File: config.mk
export PLATFORM = sky130hd
export DESIGN_NAME = lru_keyed_slot_cache_top
export DESIGN_NICKNAME = d
export VERILOG_FILES = /design/src/lksc_pkg.sv /design/src/lksc_cell.sv /design/src/lru_keyed_slot_cache_top.sv
export SDC_FILE = /design/constraint.sdc
export NUM_CORES = 1
export LEC_CHECK = 0
export ABC_AREA = 1
export BUFFER_PORTS_ARGS = -buffer_cell sky130_fd_sc_hd__buf_2
export CAP_MARGIN = 10
export CORE_ASPECT_RATIO = 1.4
export CORE_MARGIN = 2
export CORE_UTILIZATION = 60
export CTS_BUF_LIST = sky130_fd_sc_hd__clkbuf_8
export DETAILED_ROUTE_END_ITERATION = 10
export PLACE_DENSITY = 0.75
export REMOVE_ABC_BUFFERS = 1
export SYNTH_ARGS = -nofsm -noshare
export SYNTH_HDL_FRONTEND = slang
export SYNTH_SLANG_ARGS = --single-unit
export TNS_END_PERCENT = 5
File: constraint.sdc
create_clock -name aclk -period 4 [get_ports aclk]
set_clock_uncertainty 0.05 [all_clocks]
set_input_delay 0.2 -clock aclk [delete_from_list [all_inputs] [get_ports aclk]]
set_output_delay 0.2 -clock aclk [all_outputs]
set_load 0.02 [all_outputs]
File: src/lksc_pkg.sv
// Shared types and fixed widths for the LRU keyed slot cache.
package lksc_pkg;

    localparam int KEY_W  = 42;
    localparam int SLOT_W = 3;
    localparam int OCC_W  = 3;

    typedef logic [KEY_W-1:0] key_t;

    // Request broadcast to every cell.
    typedef struct packed {
        logic fire;
        logic trim;
        key_t key;
    } lksc_cmd_t;

    // Lookup outcome seen at the far end of the chain, fed back to all cells.
    typedef struct packed {
        logic any_hit;
        logic full;
    } lksc_bcast_t;

    // Priority flags that ripple from cell to cell.
    typedef struct packed {
        logic found;
        logic free;
    } lksc_chain_t;

endpackage

File: src/lksc_cell.sv
// One cache entry: key, valid flag and age rank, with its link in the priority chain.
module lksc_cell
    import lksc_pkg::*;
#(
    parameter int ENTRIES = 6,
    parameter int KEEP    = 2,
    parameter int INDEX   = 0,
    localparam int RANK_W = $clog2(ENTRIES),
    localparam int IDX_W  = $clog2(ENTRIES)
) (
    input  logic              aclk,
    input  logic              aresetn,
    input  lksc_cmd_t         cmd_i,
    input  lksc_bcast_t       bcast_i,
    input  logic [RANK_W-1:0] hit_rank_i,
    input  lksc_chain_t       chain_i,
    input  logic [RANK_W-1:0] rank_i,
    input  logic [IDX_W-1:0]  idx_i,
    output lksc_chain_t       chain_o,
    output logic [RANK_W-1:0] rank_o,
    output logic [IDX_W-1:0]  idx_o
);

    localparam int CMP_W = RANK_W + 4;

    key_t              key_reg;
    logic              valid_reg;
    logic              valid_next;
    logic [RANK_W-1:0] rank_reg;
    logic [RANK_W-1:0] rank_next;

    logic my_hit;
    logic first_hit;
    logic first_free;
    logic victim;
    logic pick;
    logic old_enough;

    assign my_hit     = valid_reg && (key_reg == cmd_i.key);
    assign first_hit  = my_hit && !chain_i.found;
    assign first_free = !valid_reg && !chain_i.free;
    // When every slot is valid the ranks are exactly 0 .. ENTRIES-1.
    assign victim     = valid_reg && (rank_reg == RANK_W'(ENTRIES - 1));
    assign old_enough = ({4'b0000, rank_reg} >= CMP_W'(KEEP));

    always_comb begin
        if (bcast_i.any_hit) begin
            pick = first_hit;
        end else if (bcast_i.full) begin
            pick = victim;
        end else begin
            pick = first_free;
        end
    end

    assign chain_o.found = chain_i.found | my_hit;
    assign chain_o.free  = chain_i.free | !valid_reg;
    assign rank_o        = rank_i | (first_hit ? rank_reg : '0);
    assign idx_o         = idx_i | (pick ? IDX_W'(INDEX) : '0);

    always_comb begin
        valid_next = valid_reg;
        rank_next  = rank_reg;
        if (cmd_i.fire) begin
            if (cmd_i.trim) begin
                if (valid_reg && old_enough) begin
                    valid_next = 1'b0;
                    rank_next  = '0;
                end
            end else if (bcast_i.any_hit) begin
                if (first_hit) begin
                    rank_next = '0;
                end else if (valid_reg && (rank_reg < hit_rank_i)) begin
                    rank_next = rank_reg + RANK_W'(1);
                end
            end else if (pick) begin
                valid_next = 1'b1;
                rank_next  = '0;
            end else if (valid_reg) begin
                rank_next = rank_reg + RANK_W'(1);
            end
        end
    end

    always_ff @(posedge aclk) begin
        if (!aresetn) begin
            valid_reg <= 1'b0;
            rank_reg  <= '0;
        end else begin
            valid_reg <= valid_next;
            rank_reg  <= rank_next;
        end
    end

    always_ff @(posedge aclk) begin
        if (cmd_i.fire && !cmd_i.trim && !bcast_i.any_hit && pick) begin
            key_reg <= cmd_i.key;
        end
    end

endmodule

File: src/lru_keyed_slot_cache_top.sv
// Top level of the LRU keyed slot cache: request handshake, cell chain and result register.
//
//   channel   dir   handshake          payload
//   s_        in    s_valid/s_ready    req_type, five key bytes, resolution
//   m_        out   m_valid/m_ready    hit, slot, replaced, occupancy
//
// Each request is decided in the cycle it is accepted, one per cycle unless the output stalls;
// the path that sets this is the key compare in every cell followed by the ripple through the chain.
// The result appears in the output register on the next cycle.
// Reset clears all valid flags and ranks at once; no clearing pass is needed.
// A stalled result holds the output register, and a new request is taken in the
// same cycle that the waiting result is taken.
module lru_keyed_slot_cache_top
    import lksc_pkg::*;
#(
    parameter int CACHE_ENTRIES = 6,
    parameter int TRIM_KEEP     = 2
) (
    input  logic       aclk,
    input  logic       aresetn,
    input  logic       s_valid,
    output logic       s_ready,
    input  logic       s_req_type,
    input  logic [7:0] s_shirt_style,
    input  logic [7:0] s_shirt_colour,
    input  logic [7:0] s_stripe_colour,
    input  logic [7:0] s_shorts_colour,
    input  logic [7:0] s_socks_colour,
    input  logic [1:0] s_resolution,
    output logic       m_valid,
    input  logic       m_ready,
    output logic       m_hit,
    output logic [2:0] m_slot,
    output logic       m_replaced,
    output logic [2:0] m_occupancy
);

    localparam int RANK_W = $clog2(CACHE_ENTRIES);
    localparam int IDX_W  = $clog2(CACHE_ENTRIES);
    localparam int CNT_W  = $clog2(CACHE_ENTRIES + 1);

    lksc_cmd_t   cmd;
    lksc_bcast_t bcast;

    lksc_chain_t       chain_c [CACHE_ENTRIES+1];
    logic [RANK_W-1:0] rank_c  [CACHE_ENTRIES+1];
    logic [IDX_W-1:0]  idx_c   [CACHE_ENTRIES+1];

    logic             out_valid_reg;
    logic             hit_reg;
    logic [2:0]       slot_reg;
    logic             replaced_reg;
    logic [2:0]       occ_out_reg;
    logic [CNT_W-1:0] occ_reg;
    logic [CNT_W-1:0] occ_next;

    logic [SLOT_W+IDX_W-1:0] slot_wide;
    logic [OCC_W+CNT_W-1:0]  occ_wide;

    assign s_ready = !out_valid_reg || m_ready;

    assign cmd.fire = s_valid && s_ready;
    assign cmd.trim = s_req_type;
    assign cmd.key  = {s_shirt_style, s_shirt_colour, s_stripe_colour,
                       s_shorts_colour, s_socks_colour, s_resolution};

    assign chain_c[0] = '{found: 1'b0, free: 1'b0};
    assign rank_c[0]  = '0;
    assign idx_c[0]   = '0;

    assign bcast.any_hit = chain_c[CACHE_ENTRIES].found;
    assign bcast.full    = !chain_c[CACHE_ENTRIES].free;

    for (genvar i = 0; i < CACHE_ENTRIES; i++) begin : g_cell
        lksc_cell #(
            .ENTRIES (CACHE_ENTRIES),
            .KEEP    (TRIM_KEEP),
            .INDEX   (i)
        ) u_cell (
            .aclk       (aclk),
            .aresetn    (aresetn),
            .cmd_i      (cmd),
            .bcast_i    (bcast),
            .hit_rank_i (rank_c[CACHE_ENTRIES]),
            .chain_i    (chain_c[i]),
            .rank_i     (rank_c[i]),
            .idx_i      (idx_c[i]),
            .chain_o    (chain_c[i+1]),
            .rank_o     (rank_c[i+1]),
            .idx_o      (idx_c[i+1])
        );
    end

    // Ranks of valid entries are distinct and dense, so a trim keeps min(count, keep).
    always_comb begin
        occ_next = occ_reg;
        if (cmd.trim) begin
            if ({4'b0000, occ_reg} > (CNT_W + 4)'(TRIM_KEEP)) begin
                occ_next = CNT_W'(TRIM_KEEP);
            end
        end else if (!bcast.any_hit && !bcast.full) begin
            occ_next = occ_reg + CNT_W'(1);
        end
    end

    assign slot_wide = {{SLOT_W{1'b0}}, idx_c[CACHE_ENTRIES]};
    assign occ_wide  = {{OCC_W{1'b0}}, occ_next};

    always_ff @(posedge aclk) begin
        if (!aresetn) begin
            out_valid_reg <= 1'b0;
            occ_reg       <= '0;
        end else begin
            if (cmd.fire) begin
                out_valid_reg <= 1'b1;
                occ_reg       <= occ_next;
            end else if (m_ready) begin
                out_valid_reg <= 1'b0;
            end
        end
    end

    always_ff @(posedge aclk) begin
        if (cmd.fire) begin
            hit_reg      <= !cmd.trim && bcast.any_hit;
            slot_reg     <= cmd.trim ? '0 : slot_wide[SLOT_W-1:0];
            replaced_reg <= !cmd.trim && !bcast.any_hit && bcast.full;
            occ_out_reg  <= occ_wide[OCC_W-1:0];
        end
    end

    assign m_valid     = out_valid_reg;
    assign m_hit       = hit_reg;
    assign m_slot      = slot_reg;
    assign m_replaced  = replaced_reg;
    assign m_occupancy = occ_out_reg;

`ifndef SYNTHESIS
    a_occ_bound: assert property (@(posedge aclk) disable iff (!aresetn)
        occ_reg <= CNT_W'(CACHE_ENTRIES))
        else $error("occupancy count exceeds the number of entries");

    a_hit_not_replaced: assert property (@(posedge aclk) disable iff (!aresetn)
        m_valid |-> !(m_hit && m_replaced))
        else $error("a result reports both a hit and an eviction");

    a_trim_bound: assert property (@(posedge aclk) disable iff (!aresetn)
        (cmd.fire && cmd.trim) |=> ({4'b0000, occ_reg} <= (CNT_W + 4)'(TRIM_KEEP)))
        else $error("trim left more entries than it should keep");

    a_free_fill: assert property (@(posedge aclk) disable iff (!aresetn)
        (cmd.fire && !cmd.trim && !bcast.any_hit && !bcast.full)
            |=> (occ_reg == $past(occ_reg) + CNT_W'(1)))
        else $error("install into a free slot did not grow the occupancy");

    a_full_count: assert property (@(posedge aclk) disable iff (!aresetn)
        bcast.full |-> (occ_reg == CNT_W'(CACHE_ENTRIES)))
        else $error("cells report full while the count disagrees");
`endif

endmodule

# Word-level counts from Yosys, hierarchy flattened
# Cells that the tools add are included.
# W data, S select, Z words.
# word_totals
ff_bits	288
in_bits	47
output_inout_bits	10
wordCells	274
# op_classes
reduce_logical	92
muxes	94
bitwise	19
order_cmp	13
eq_ne	25
n_addsub	7
# ops
operator	count
$eq A42 B42 Y1	6
$mux W3	53
$reduce_and A4 Y1	12
$logic_and A1 B1 Y1	47
$mux W1	39
$ne A4 B2 Y1 const B	6
$or A3 B3 Y3	8
$reduce_bool A4 Y1	6
$add A3 B1 Y3 const B	7
$logic_not A1 Y1	19
$eq A3 B3 Y1 const B	6
$ge A3 B2 Y1 const B	6
$lt A3 B3 Y1	6
$reduce_bool A2 Y1	7
$ne A2 B1 Y1 const B	6
$or A1 B1 Y1	10
$mux W2	2
$gt A3 B2 Y1 const B	1
$or A1 B3 Y3	1
$ne A2 B2 Y1 const B	1
$logic_or A1 B1 Y1	1

# Longest topological paths before layout
# depth
ltp_word	16
ltp_mapped	26
depth_no_buf	25

# Modules after synthesis
# From an unflattened synthesis, not the netlist that was laid out.
# hier_totals
hier_cells	2466
hier_area_um2	17773.3
# modules_own_cells
mod	cells_each	area_per_inst_um2	instances
lksc_cell at g_cell[1].u_cell ...	399	2851.5	3
lksc_cell at g_cell[0].u_cell	408	2914.0	1
lksc_cell at g_cell[3].u_cell	402	2879.0	1
lksc_cell at g_cell[5].u_cell	393	2812.7	1
lru_keyed_slot_cache_top	66	613.1	1

# Worst setup path before layout
# Ideal clock, no wire load.
# synth_path
path_type	input-to-reg
startpoint	input s_socks_colour[2]
endpoint	register g_cell[0].u_cell.key_reg[0] (enable)
arrival_time_ns	3.023
required_time_ns	3.541
setup_ns	0.409
slack_ns	0.518
path_stages	18
path_cell_list	buf_2 inv_1 or2_1 nand2_1 nor2_1 nand4_1 nor2_1 nand2_1 nor2_1 nand2_1 inv_2 nor3_4 inv_2 nor2_4 inv_2 nor2_2 inv_2 nor2_2
# synth_via
elab_chain_len	10
elab_cells_between_ends	21
# synth_rtl
element	line_no	rtl
from (decl)	lru_keyed_slot_cache_top.sv:28	input logic [7:0] s_socks_colour,
$eq A42 B42 Y1	lksc_cell.sv:39	assign my_hit = valid_reg && (key_reg == cmd_i.key);
$logic_and A1 B1 Y1	lksc_cell.sv:39	
$or A1 B1 Y1 (5 in series)	lksc_cell.sv:56	assign chain_o.found = chain_i.found | my_hit;
$logic_not A1 Y1	lksc_cell.sv:96	if (cmd_i.fire && !cmd_i.trim && !bcast_i.any_hit && pick) begin
$logic_and A1 B1 Y1	lksc_cell.sv:96	
$logic_and A1 B1 Y1 *	lksc_cell.sv:96	
to (signal assigned)	lksc_cell.sv:97	key_reg <= cmd_i.key;
to (decl)	lksc_cell.sv:26	key_t key_reg;
# Mark *: on every way between the ends. The rest lies on a longest branch, timed or not.
# A chain may end at the register's enable or synchronous reset.

# Final worst setup path
# layout_path
startpoint	input s_shorts_colour[5]
endpoint	register g_cell[2].u_cell.key_reg[24] (enable)
# layout_via
elab_chain_len	10
elab_cells_between_ends	23
# layout_rtl
element	line_no	rtl
from (decl)	lru_keyed_slot_cache_top.sv:27	input logic [7:0] s_shorts_colour,
$eq A42 B42 Y1	lksc_cell.sv:39	
$logic_and A1 B1 Y1	lksc_cell.sv:39	
$or A1 B1 Y1 (5 in series)	lksc_cell.sv:56	
$logic_not A1 Y1	lksc_cell.sv:96	
$logic_and A1 B1 Y1	lksc_cell.sv:96	
$logic_and A1 B1 Y1 *	lksc_cell.sv:96	
to (signal assigned)	lksc_cell.sv:97	
to (decl)	lksc_cell.sv:26	
# Marks and branches as above.

==> results.sh <==
export IMPL_ys_async_sr_fraction_pct=0
export IMPL_synthCells=2051
export IMPL_vias=15712
export IMPL_synth_distinct_cells=51
export IMPL_power_frac_comb_pct=11.8
export IMPL_worstSetupStartpoint="s_shorts_colour[5]"
export IMPL_timing_fmax_mhz=275
export IMPL_drive_gt1_share_pct=10.5
export IMPL_numCtsBuffers=45
export IMPL_grt_ovfl_total=0
export IMPL_rows=71
export IMPL_dp_cells=2461
export IMPL_synth_edff_count=260
export IMPL_die_area_mm2=0.0287
export IMPL_switching_share_pct=28.3
export IMPL_power_total_mw=6.63
export IMPL_slew_violations=0
export IMPL_rsz0062_at_grt="no"
export IMPL_ys_flop_type="edfxtp_1"
export IMPL_dp_hpwl_um=53000
export IMPL_ir_drop_uv=334
export IMPL_cts_sinks=288
export IMPL_drtIter0Drc=1954
export IMPL_antenna_left=0
export IMPL_maxCapViolations=0
export IMPL_largest_reg_flops=252
export IMPL_nets=2248
export IMPL_power_switching_mw=1.88
export IMPL_grt_pass1_wl_um=96000
export IMPL_p_seq_share_pct=50.8
export IMPL_final_common_cell="nand2_1"
export IMPL_worstPathArrival_ns=3.84
export IMPL_grt_usage_pct=48.3
export IMPL_end_kind="flop"
export IMPL_yosys_register_bits=288
export IMPL_cts_clk_slew_worst_paths_ns=0.06
export IMPL_io_buffers=56
export IMPL_avgSynthCellArea_um2=8.01
export IMPL_r2r_start="g_cell[0].u_cell.key_reg[27]"
export IMPL_grt_antenna_before_repair=3
export IMPL_finalHoldViolCount=0
export IMPL_fin_cells=2589
export IMPL_coreArea_mm2=0.0269
export IMPL_yosys_warnings=0
export IMPL_dieWidth_um=144
export IMPL_clockBufferDepth=3
export IMPL_setup_viol=0
export IMPL_min_path_cells=2
export IMPL_h_tree_depth=2
export IMPL_fin_crit_sh_pct=90.8
export IMPL_grt_max_degree=44
export IMPL_fill_cells=2184
export IMPL_ys_seq_area_share_pct=51.0
export IMPL_worstHoldPathType="input pin to flop"
export IMPL_synthesis_area_mm2=0.0164
export IMPL_layout_common_cells="708 x nand2_1, 280 x inv_1, 260 x edfxtp_1"
export IMPL_p_int_mw=4.76
export IMPL_syn_to_final_growth_pct=12.9
export IMPL_fin_crit_ns=3.63
export IMPL_p_clk_share_pct=37.3
export IMPL_critical_path_startpoint_type="input pin"
export IMPL_path_class="input pin to flop"
export IMPL_reg2regPathDepth=18
export IMPL_p_leak_nw=8.35
export IMPL_clk_insertion_delay_late_ns=0.62
export IMPL_fin_tns_setup_ns=0
export IMPL_grt_pass1_vias=14976
export IMPL_min_from="s_req_type"
export IMPL_postCtsHoldBufs=43
export IMPL_worst_pin_slew_ns=0.974
export IMPL_crit_required_ns=4.20
export IMPL_gp_congestion=1.13
export IMPL_status="complete, no violations"
export IMPL_die_h_um=200
export IMPL_cts_root_buf="clkbuf_8"
export IMPL_max_slew_margin_pct=34.4
export IMPL_wl_um=68600
export IMPL_drc=0
export IMPL_final_util_pct=68.9
export IMPL_cts_tree="done"
export IMPL_wl_per_cell_um=26.5
export IMPL_post_cts_buffers=0
export IMPL_vias_per_cell=6.07
export IMPL_cts_resized=0
export IMPL_firstDrtPassIters=7
export IMPL_start_util_pct=61.0
export IMPL_crit_fanout=22
export IMPL_num_io_pins=57
export IMPL_power_density_mw_per_mm2=358
power by group through the flow:
stage | Clock [mW] | Sequential [mW] | Combinational, mW
after floorplan | 0 | 3.43 | 0.349
final | 2.48 | 3.37 | 0.784
after global routing | 2.57 | 3.37 | 0.818
after global placement | 0 | 3.43 | 0.699
after detailed placement | 0 | 3.43 | 0.708
after CTS | 2.44 | 3.37 | 0.746
synth_stat cells, types with 15 or more instances:
master    count  area (µm²)
inv_2        29         109
a21oi_1      29         145
inv_1       271        1020
dfxtp_1      28         561
o21ai_0      39         195
xnor2_1      57         499
nand3_1      71         355
edfxtp_1    260        7810
nor2_1      243         912
ha_1         15         188
or2_2        22         138
or2_1        16         100
nor3_1       22         110
nand2_1     708        2660
buf_2        20         100
nand4_1     103         644
cells by family after synthesis:
| kind of cell | after synthesis | synth area share (%) |
|---|---|---|
| xor gates and xnor gates | 70 | 3.73 |
| and+or+nand+nor | 1252 | 33.1 |
| DFF | 288 | 51.0 |
| AOI/OAI and AO/OA | 91 | 3.12 |
| buffers and inverters | 335 | 7.91 |
| adders and majority gates | 15 | 1.14 |
path summary, 6_finish.rpt:
path | endpoint | slack (ns)
setup / recovery | g_cell[2].u_cell.key_reg[24] | 0.37
hold / removal | m_slot[1] | 0.04
setup reg to reg | g_cell[2].u_cell.key_reg[24] | 0.43
hold reg to reg | m_valid | 0.48
critical path: stages:
cell	delay [ns]
dlygate4sd3_1	0.56
buf_2	0.24
inv_2	0.16
nand2_1	0.18
nand2_1	0.11
inv_1	0.04
nand2_1	0.09
nor2_1	0.06
nand2_1	0.16
nor2_1	0.11
nand3_2	0.18
nand2_2	0.09
nor2_4	0.12
nand2_4	0.09
nor3_4	0.27
inv_2	0.11
nor2_4	0.20
inv_2	0.08
nor2_2	0.11
inv_2	0.14
nor2_4	0.17
buf_4	0.38
metal layers:
metal | vias to the layer above | global-route usage [%] | share of wire (%)
li1 | 6898 | - | -
met1 | 7084 | 52.5 | 31
met2 | 1280 | 77.2 | 45
met3 | 448 | 11.0 | 11
met4 | 2 | 45.9 | 12
met5 | - | 0 | 0.022
area by class of cell:
type	instances	area, µm²	share of cell area [%]
antenna	4	10.0	0.0540
clock buffer	46	633	3.41
clock inverter	35	214	1.15
inverter	304	1140	6.15
multi-input combinational	1428	6780	36.6
sequential	288	8370	45.1
tap	365	457	2.46
timing repair buffer	119	936	5.05
per-stage QoR:
stage,setup slack [ns],instance area [µm²],hold slack [ns]
after floorplan,0.479,16300,0.249
after global placement,0.477,17300,0.442
after detailed placement,0.435,17300,0.459
after CTS,0.501,18500,0.0246
after global routing,0.229,18500,0.0221
final,0.367,18500,0.0376
No activity file was read; power rests on OpenSTA's default activity.
